==> config.mk <==
export PLATFORM = sky130hd
export DESIGN_NAME = rgb_to_hsv_converter
export DESIGN_NICKNAME = d
export VERILOG_FILES = /design/src/sv/rhc_pkg.sv /design/src/sv/rhc_front.sv /design/src/sv/rhc_cell.sv /design/src/sv/rgb_to_hsv_converter.sv
export SDC_FILE = /design/constraint.sdc
export NUM_CORES = 1
export LEC_CHECK = 0
export BUFFER_PORTS_ARGS = -buffer_cell sky130_fd_sc_hd__buf_2
export CAP_MARGIN = 25
export CORE_AREA = 4 4 325 327
export DETAILED_ROUTE_END_ITERATION = 10
export DIE_AREA = 0 0 329 331
export HOLD_SLACK_MARGIN = 0.02
export SYNTH_ARGS = -nofsm -noshare
export SYNTH_HDL_FRONTEND = slang
export SYNTH_SLANG_ARGS = --single-unit
==> constraint.sdc <==
create_clock -name clk -period 11.1 [get_ports clk]
set_clock_uncertainty 0.05 [all_clocks]
set_input_delay 2.22 -clock clk [delete_from_list [all_inputs] [get_ports clk]]
set_output_delay 2.22 -clock clk [all_outputs]
set_load 0.05 [all_outputs]
==> src/sv/rhc_pkg.sv <==
`default_nettype none

package rhc_pkg;

  // Field widths
  localparam int COMP_W = 8;
  localparam int HUE_W  = 12;
  localparam int SAT_W  = 13;
  localparam int FRAC_W = 12;

  // Hue divisor is six times the spread, at most 6*255
  localparam int HDIV_W = 11;

  // Number of quotient cells in the chain, one fraction bit each
  localparam int NUM_CELLS = FRAC_W;

  typedef struct packed {
    logic [COMP_W-1:0] red;
    logic [COMP_W-1:0] green;
    logic [COMP_W-1:0] blue;
  } rhc_pixel_t;

  typedef struct packed {
    logic [HUE_W-1:0]  hue;
    logic [SAT_W-1:0]  saturation;
    logic [COMP_W-1:0] brightness;
  } rhc_hsv_t;

  // Data carried from one cell to the next
  typedef struct packed {
    logic              valid;
    logic [COMP_W-1:0] bright;
    logic [COMP_W-1:0] sat_rem;
    logic [COMP_W-1:0] sat_div;
    logic [SAT_W-1:0]  sat_quo;
    logic [HDIV_W-1:0] hue_rem;
    logic [HDIV_W-1:0] hue_div;
    logic [HUE_W-1:0]  hue_quo;
  } rhc_stage_t;

endpackage

`default_nettype wire

==> src/sv/rhc_front.sv <==
`default_nettype none

module rhc_front import rhc_pkg::*; (
  input  wire logic       clk,
  input  wire logic       rst_n,
  input  wire logic       take,
  input  wire rhc_pixel_t pixel,
  output rhc_stage_t      stage_o
);

  localparam int NUM_W = HDIV_W;

  logic [COMP_W-1:0] r, g, b;
  logic [COMP_W-1:0] mx, mn, delta;
  logic              red_max, green_max;
  logic [NUM_W-1:0]  d_ext, six_d, num;
  logic              sat_int;
  rhc_stage_t        stage_nxt;
  logic              valid_r;
  rhc_stage_t        stage_r;

  assign r = pixel.red;
  assign g = pixel.green;
  assign b = pixel.blue;

  // Pick the largest component: red wins ties, then green
  always_comb begin
    red_max   = (r >= g) && (r >= b);
    green_max = !red_max && (g >= b);
    if (red_max) begin
      mx = r;
    end else if (green_max) begin
      mx = g;
    end else begin
      mx = b;
    end
    mn = r;
    if (g < mn) mn = g;
    if (b < mn) mn = b;
    delta = mx - mn;
  end

  // Hue numerator k*delta + diff, known to lie in [0, 6*delta)
  always_comb begin
    d_ext = NUM_W'(delta);
    six_d = (d_ext << 2) + (d_ext << 1);
    if (red_max) begin
      if (g >= b) begin
        num = NUM_W'(g) - NUM_W'(b);
      end else begin
        num = six_d + NUM_W'(g) - NUM_W'(b);
      end
    end else if (green_max) begin
      num = (d_ext << 1) + NUM_W'(b) - NUM_W'(r);
    end else begin
      num = (d_ext << 2) + NUM_W'(r) - NUM_W'(g);
    end
  end

  // Seed both division lanes; a zero divisor becomes one over a zero remainder
  always_comb begin
    sat_int             = (delta == mx) && (mx != '0);
    stage_nxt.valid     = take;
    stage_nxt.bright    = mx;
    stage_nxt.sat_div   = (mx == '0) ? COMP_W'(1) : mx;
    stage_nxt.sat_rem   = sat_int ? '0 : delta;
    stage_nxt.sat_quo   = SAT_W'(sat_int);
    stage_nxt.hue_div   = (delta == '0) ? HDIV_W'(1) : six_d[HDIV_W-1:0];
    stage_nxt.hue_rem   = num[HDIV_W-1:0];
    stage_nxt.hue_quo   = '0;
  end

  // Hold the valid flag under reset
  always_ff @(posedge clk) begin
    if (!rst_n) begin
      valid_r <= 1'b0;
    end else begin
      valid_r <= take;
    end
  end

  // Advance payload every cycle
  always_ff @(posedge clk) begin
    stage_r <= stage_nxt;
  end

  always_comb begin
    stage_o       = stage_r;
    stage_o.valid = valid_r;
  end

endmodule

`default_nettype wire

==> src/sv/rhc_cell.sv <==
`default_nettype none

module rhc_cell import rhc_pkg::*; (
  input  wire logic       clk,
  input  wire logic       rst_n,
  input  wire rhc_stage_t stage_i,
  output rhc_stage_t      stage_o
);

  logic [COMP_W:0]   sat_sh;
  logic              sat_ge;
  logic [HDIV_W:0]   hue_sh;
  logic              hue_ge;
  rhc_stage_t        stage_nxt;
  logic              valid_r;
  rhc_stage_t        stage_r;

  // Develop one quotient bit in each lane by shift, compare and subtract
  always_comb begin
    sat_sh = {stage_i.sat_rem, 1'b0};
    sat_ge = sat_sh >= {1'b0, stage_i.sat_div};
    hue_sh = {stage_i.hue_rem, 1'b0};
    hue_ge = hue_sh >= {1'b0, stage_i.hue_div};

    stage_nxt         = stage_i;
    stage_nxt.sat_rem = sat_ge ? COMP_W'(sat_sh - {1'b0, stage_i.sat_div})
                               : sat_sh[COMP_W-1:0];
    stage_nxt.sat_quo = {stage_i.sat_quo[SAT_W-2:0], sat_ge};
    stage_nxt.hue_rem = hue_ge ? HDIV_W'(hue_sh - {1'b0, stage_i.hue_div})
                               : hue_sh[HDIV_W-1:0];
    stage_nxt.hue_quo = {stage_i.hue_quo[HUE_W-2:0], hue_ge};
  end

  // Clear the valid flag on reset
  always_ff @(posedge clk) begin
    if (!rst_n) begin
      valid_r <= 1'b0;
    end else begin
      valid_r <= stage_i.valid;
    end
  end

  // Hand payload to the next cell
  always_ff @(posedge clk) begin
    stage_r <= stage_nxt;
  end

  always_comb begin
    stage_o       = stage_r;
    stage_o.valid = valid_r;
  end

endmodule

`default_nettype wire

==> src/sv/rgb_to_hsv_converter.sv <==
// Pipeline: one setup stage, then twelve divide cells, each adding one
// fraction bit of hue and of saturation, with every stage registered.
// Throughput: one item per cycle; busy stays low, so start may be held high.
// Reset (rst_n low, synchronous) clears all valid flags; no item in flight
// survives it. The receiver cannot stall: each result shows for one cycle.
`default_nettype none

module rgb_to_hsv_converter import rhc_pkg::*; (
  input  wire logic       clk,
  input  wire logic       rst_n,
  input  wire logic       start,
  output logic            busy,
  input  wire rhc_pixel_t in_pixel,
  output logic            out_valid,
  output rhc_hsv_t        out_hsv
);

  rhc_stage_t chain [NUM_CELLS+1];

  // The chain never blocks
  assign busy = 1'b0;

  rhc_front u_front (
    .clk     (clk),
    .rst_n   (rst_n),
    .take    (start && !busy),
    .pixel   (in_pixel),
    .stage_o (chain[0])
  );

  // Row of divide cells
  for (genvar i = 0; i < NUM_CELLS; i++) begin : g_cell
    rhc_cell u_cell (
      .clk     (clk),
      .rst_n   (rst_n),
      .stage_i (chain[i]),
      .stage_o (chain[i+1])
    );
  end

  // Drive the result straight from the last cell's registers
  assign out_valid          = chain[NUM_CELLS].valid;
  assign out_hsv.hue        = chain[NUM_CELLS].hue_quo;
  assign out_hsv.saturation = chain[NUM_CELLS].sat_quo;
  assign out_hsv.brightness = chain[NUM_CELLS].bright;

endmodule

`default_nettype wire
==> flow_summary.ini <==
[global_routing]
grt_pass1_wl_um = 95200
groute.usage.overall_pct = 10.5
grt_pass1_vias = 20500
overflow = 0
antenna_found_initial = 0
grt_max_degree = 24

[run_status]
outcome = complete, no violations

[critical_path]
cp_max_fo = 7
reg2reg_slack_ps = 7730
end_kind = register
critical_path_class = input pin to register
cp.required_ps = 11580
cp_slowest_cell = fa_1
cp_slowest_stage_delay_ps = 460
cp-start-kind = input pin
crit_top_cell = a21oi_1
cp.arrival_ps = 10470

[sta]
tns_ps = 0
slew_viol_final = 0
final.min_clock_period_ps = 9990
relSlewSlack_pct = 29.4
clock.fmax_ghz = 0.100
finalHoldViolCount = 0
worst_pin_slew_ps = 1050
setup_viol = 0
fin_crit_sh_pct = 90.0
grt_setup_unrepaired = no

[floorplanning]
initial_core_util_pct = 29.8
coreArea_um2 = 103000
dieArea_um2 = 109000
pin_count = 62
die_x_um = 329
die_h_um = 331
row_count = 118

[run]
drv_cap = 0

[finish]
antennaDiodeCount = 0
nNetsFinal = 3692
area_delta_synth_final_pct = 15.7
final_core_util_pct = 34.5
drive_above_1_share_pct = 7.68

[synth]
synth-main-ff-cell = dfxtp_1
synth-async-reset-ratio_pct = 0
synthCells = 3218
yosys.area.top_type = dfxtp_1
ys_ff_latch = 742
synth_edf_count = 0
yosysTopAreaCellShare_pct = 48.4
synth_nets = 3605
yosysWarnings = 0
netlist_area_um2 = 30700
seq_area_frac_synth_pct = 48.4
synthTopCellsByArea = dfxtp_1, ha_1, inv_1, o21ai_0, nand2_1
synth_cell_types = 69
avgSynthCellArea_um2 = 9.55

[hold_path]
hold_class = register to register

[routing]
drtAntennaViolNets = 0
wl_per_cell_um = 12.0
drt_iter0_markers = 930
viasPerCell = 4.38
drt_wl_total_um = 57100
first_pass_iters = 6
drc = 0
vias = 20800

[place]
port_buffers = 60
gp_congestion = 0.876
post-dp-hpwl_um = 44100

[clock_network]
cts_resized = 0
cts_max_level = 3
insertion_delay_ps = 640
clock_sinks = 742
clock_path_buffers = 3
cts.clk_slew.worst_paths_ps = 60
cts_buffers = 83
cts_root_buffer = clkbuf_16
cts_hold_buffers = 0
cts_tree = built
cts_setup_buffers = 0
==> through the flow <==
step / hold slack (ps) / setup WS [ps] / std cells / instance area (µm²)
after global routing: 270 / 422 / 4751 / 35500
after global placement: 261 / 572 / 4591 / 32500
final: 256 / 1110 / 4751 / 35500
after CTS: 258 / 1190 / 4742 / 35400
after floorplan: 260 / 1380 / 3218 / 30700
after detailed placement: 262 / 561 / 4591 / 32500
==> Yosys cell counts (3+ instances only) <==
master,instances
nand2_1,294
and2_1,15
nand4_1,42
o21bai_1,11
o311a_1,3
o21a_1,18
and3_1,37
xnor2_1,53
o21ai_1,5
nor3b_1,12
o211ai_2,3
nor4_1,6
dfxtp_1,742
nand2b_1,12
o21ai_0,246
a2111oi_0,11
clkbuf_1,44
nor2_1,199
ha_1,318
o211ai_1,5
a311oi_1,11
buf_4,35
xor2_1,44
a21boi_0,71
a31oi_1,13
a21o_1,37
fa_1,42
o31ai_1,99
mux2i_1,8
a21oi_1,127
a211oi_1,9
inv_1,488
nand3_1,38
nor3_1,21
nor2b_1,55
==> worst paths after layout <==
path,startpoint,endpoint,depth (start not counted)
setup / recovery,in_pixel[9],u_front.stage_o[33]$_DFF_P_,39
hold reg to reg,g_cell[5].u_cell.stage_o[68]$_DFF_P_,g_cell[6].u_cell.stage_o[68]$_DFF_P_,0
hold / removal,g_cell[5].u_cell.stage_o[68]$_DFF_P_,g_cell[6].u_cell.stage_o[68]$_DFF_P_,0
setup reg to reg,g_cell[9].u_cell.stage_o[14]$_DFF_P_,g_cell[10].u_cell.stage_o[31]$_DFF_P_,11
==> cell type report <==
type | count | area (µm²)
Timing Repair Buffer | 84 | 517
Clock inverter | 38 | 568
Sequential cell | 742 | 14900
Tap cell | 1380 | 1730
Clock buffer | 113 | 2400
Inverter | 489 | 1840
Fill cell | 10400 | 67400
Multi-Input combinational cell | 1905 | 13600
==> metal layers <==
layer / GRT usage (%) / vias up / share of wire, %
met4: 4.26 / 0 / 3.2
met1: 12.1 / 9535 / 43
met2: 19.0 / 356 / 49
met3: 2.40 / 111 / 5.2
li1: - / 10800 / -
met5: 0 / - / 0
==> placed cells by master (no fill, tap or decap), types with 13 or more instances in the layout <==
| master | synthesis | final |
|---|---|---|
| buf_4 | 35 | 15 |
| clkinv_2 | 0 | 13 |
| nor2b_1 | 55 | 55 |
| nand2_1 | 294 | 294 |
| nor2_1 | 199 | 199 |
| and2_1 | 15 | 15 |
| a21o_1 | 37 | 37 |
| inv_1 | 488 | 488 |
| ha_1 | 318 | 318 |
| xor2_1 | 44 | 44 |
| o21a_1 | 18 | 18 |
| o31ai_1 | 99 | 99 |
| fa_1 | 42 | 42 |
| dfxtp_1 | 742 | 742 |
| nand3_1 | 38 | 38 |
| o21ai_0 | 246 | 246 |
| clkbuf_16 | 0 | 85 |
| a31oi_1 | 13 | 13 |
| a21boi_0 | 71 | 71 |
| buf_2 | 2 | 60 |
| and3_1 | 37 | 37 |
| xnor2_1 | 53 | 53 |
| a21oi_1 | 127 | 127 |
| nand4_1 | 42 | 42 |
| clkbuf_8 | 0 | 18 |
==> critical path: cells and delay by family <==
kind / cells / cell delay, ps
AOI/OAI and AO/OA: 15 / 2920
xor gates and xnor gates: 3 / 780
and+or+nand+nor: 10 / 1500
adders and majority gates: 7 / 2450
buffers and inverters: 4 / 590
==> kinds of logic (layout without fill, tap and decap cells) <==
group | after synthesis | in the layout | share of synthesized area, %
simple gates | 746 | 746 | 11.1
compound gates | 691 | 691 | 14.2
flops | 742 | 742 | 48.4
mux | 9 | 9 | 0.297
fa+ha+maj | 360 | 360 | 15.7
buf+inv | 571 | 724 | 7.41
xor+xnor | 98 | 98 | 2.84
other cells | 1 | 1 | 0.0122
==> state kept, by name (all words and copies together) (netlist names) <==
name,cells
g_cell.u_cell.valid_r,12
u_front.stage_o,47
g_cell.u_cell.stage_o,682
u_front.valid_r,1
Power is not shown: default switching activity piles up to over one toggle a cycle in this logic, so the estimate is an artifact.
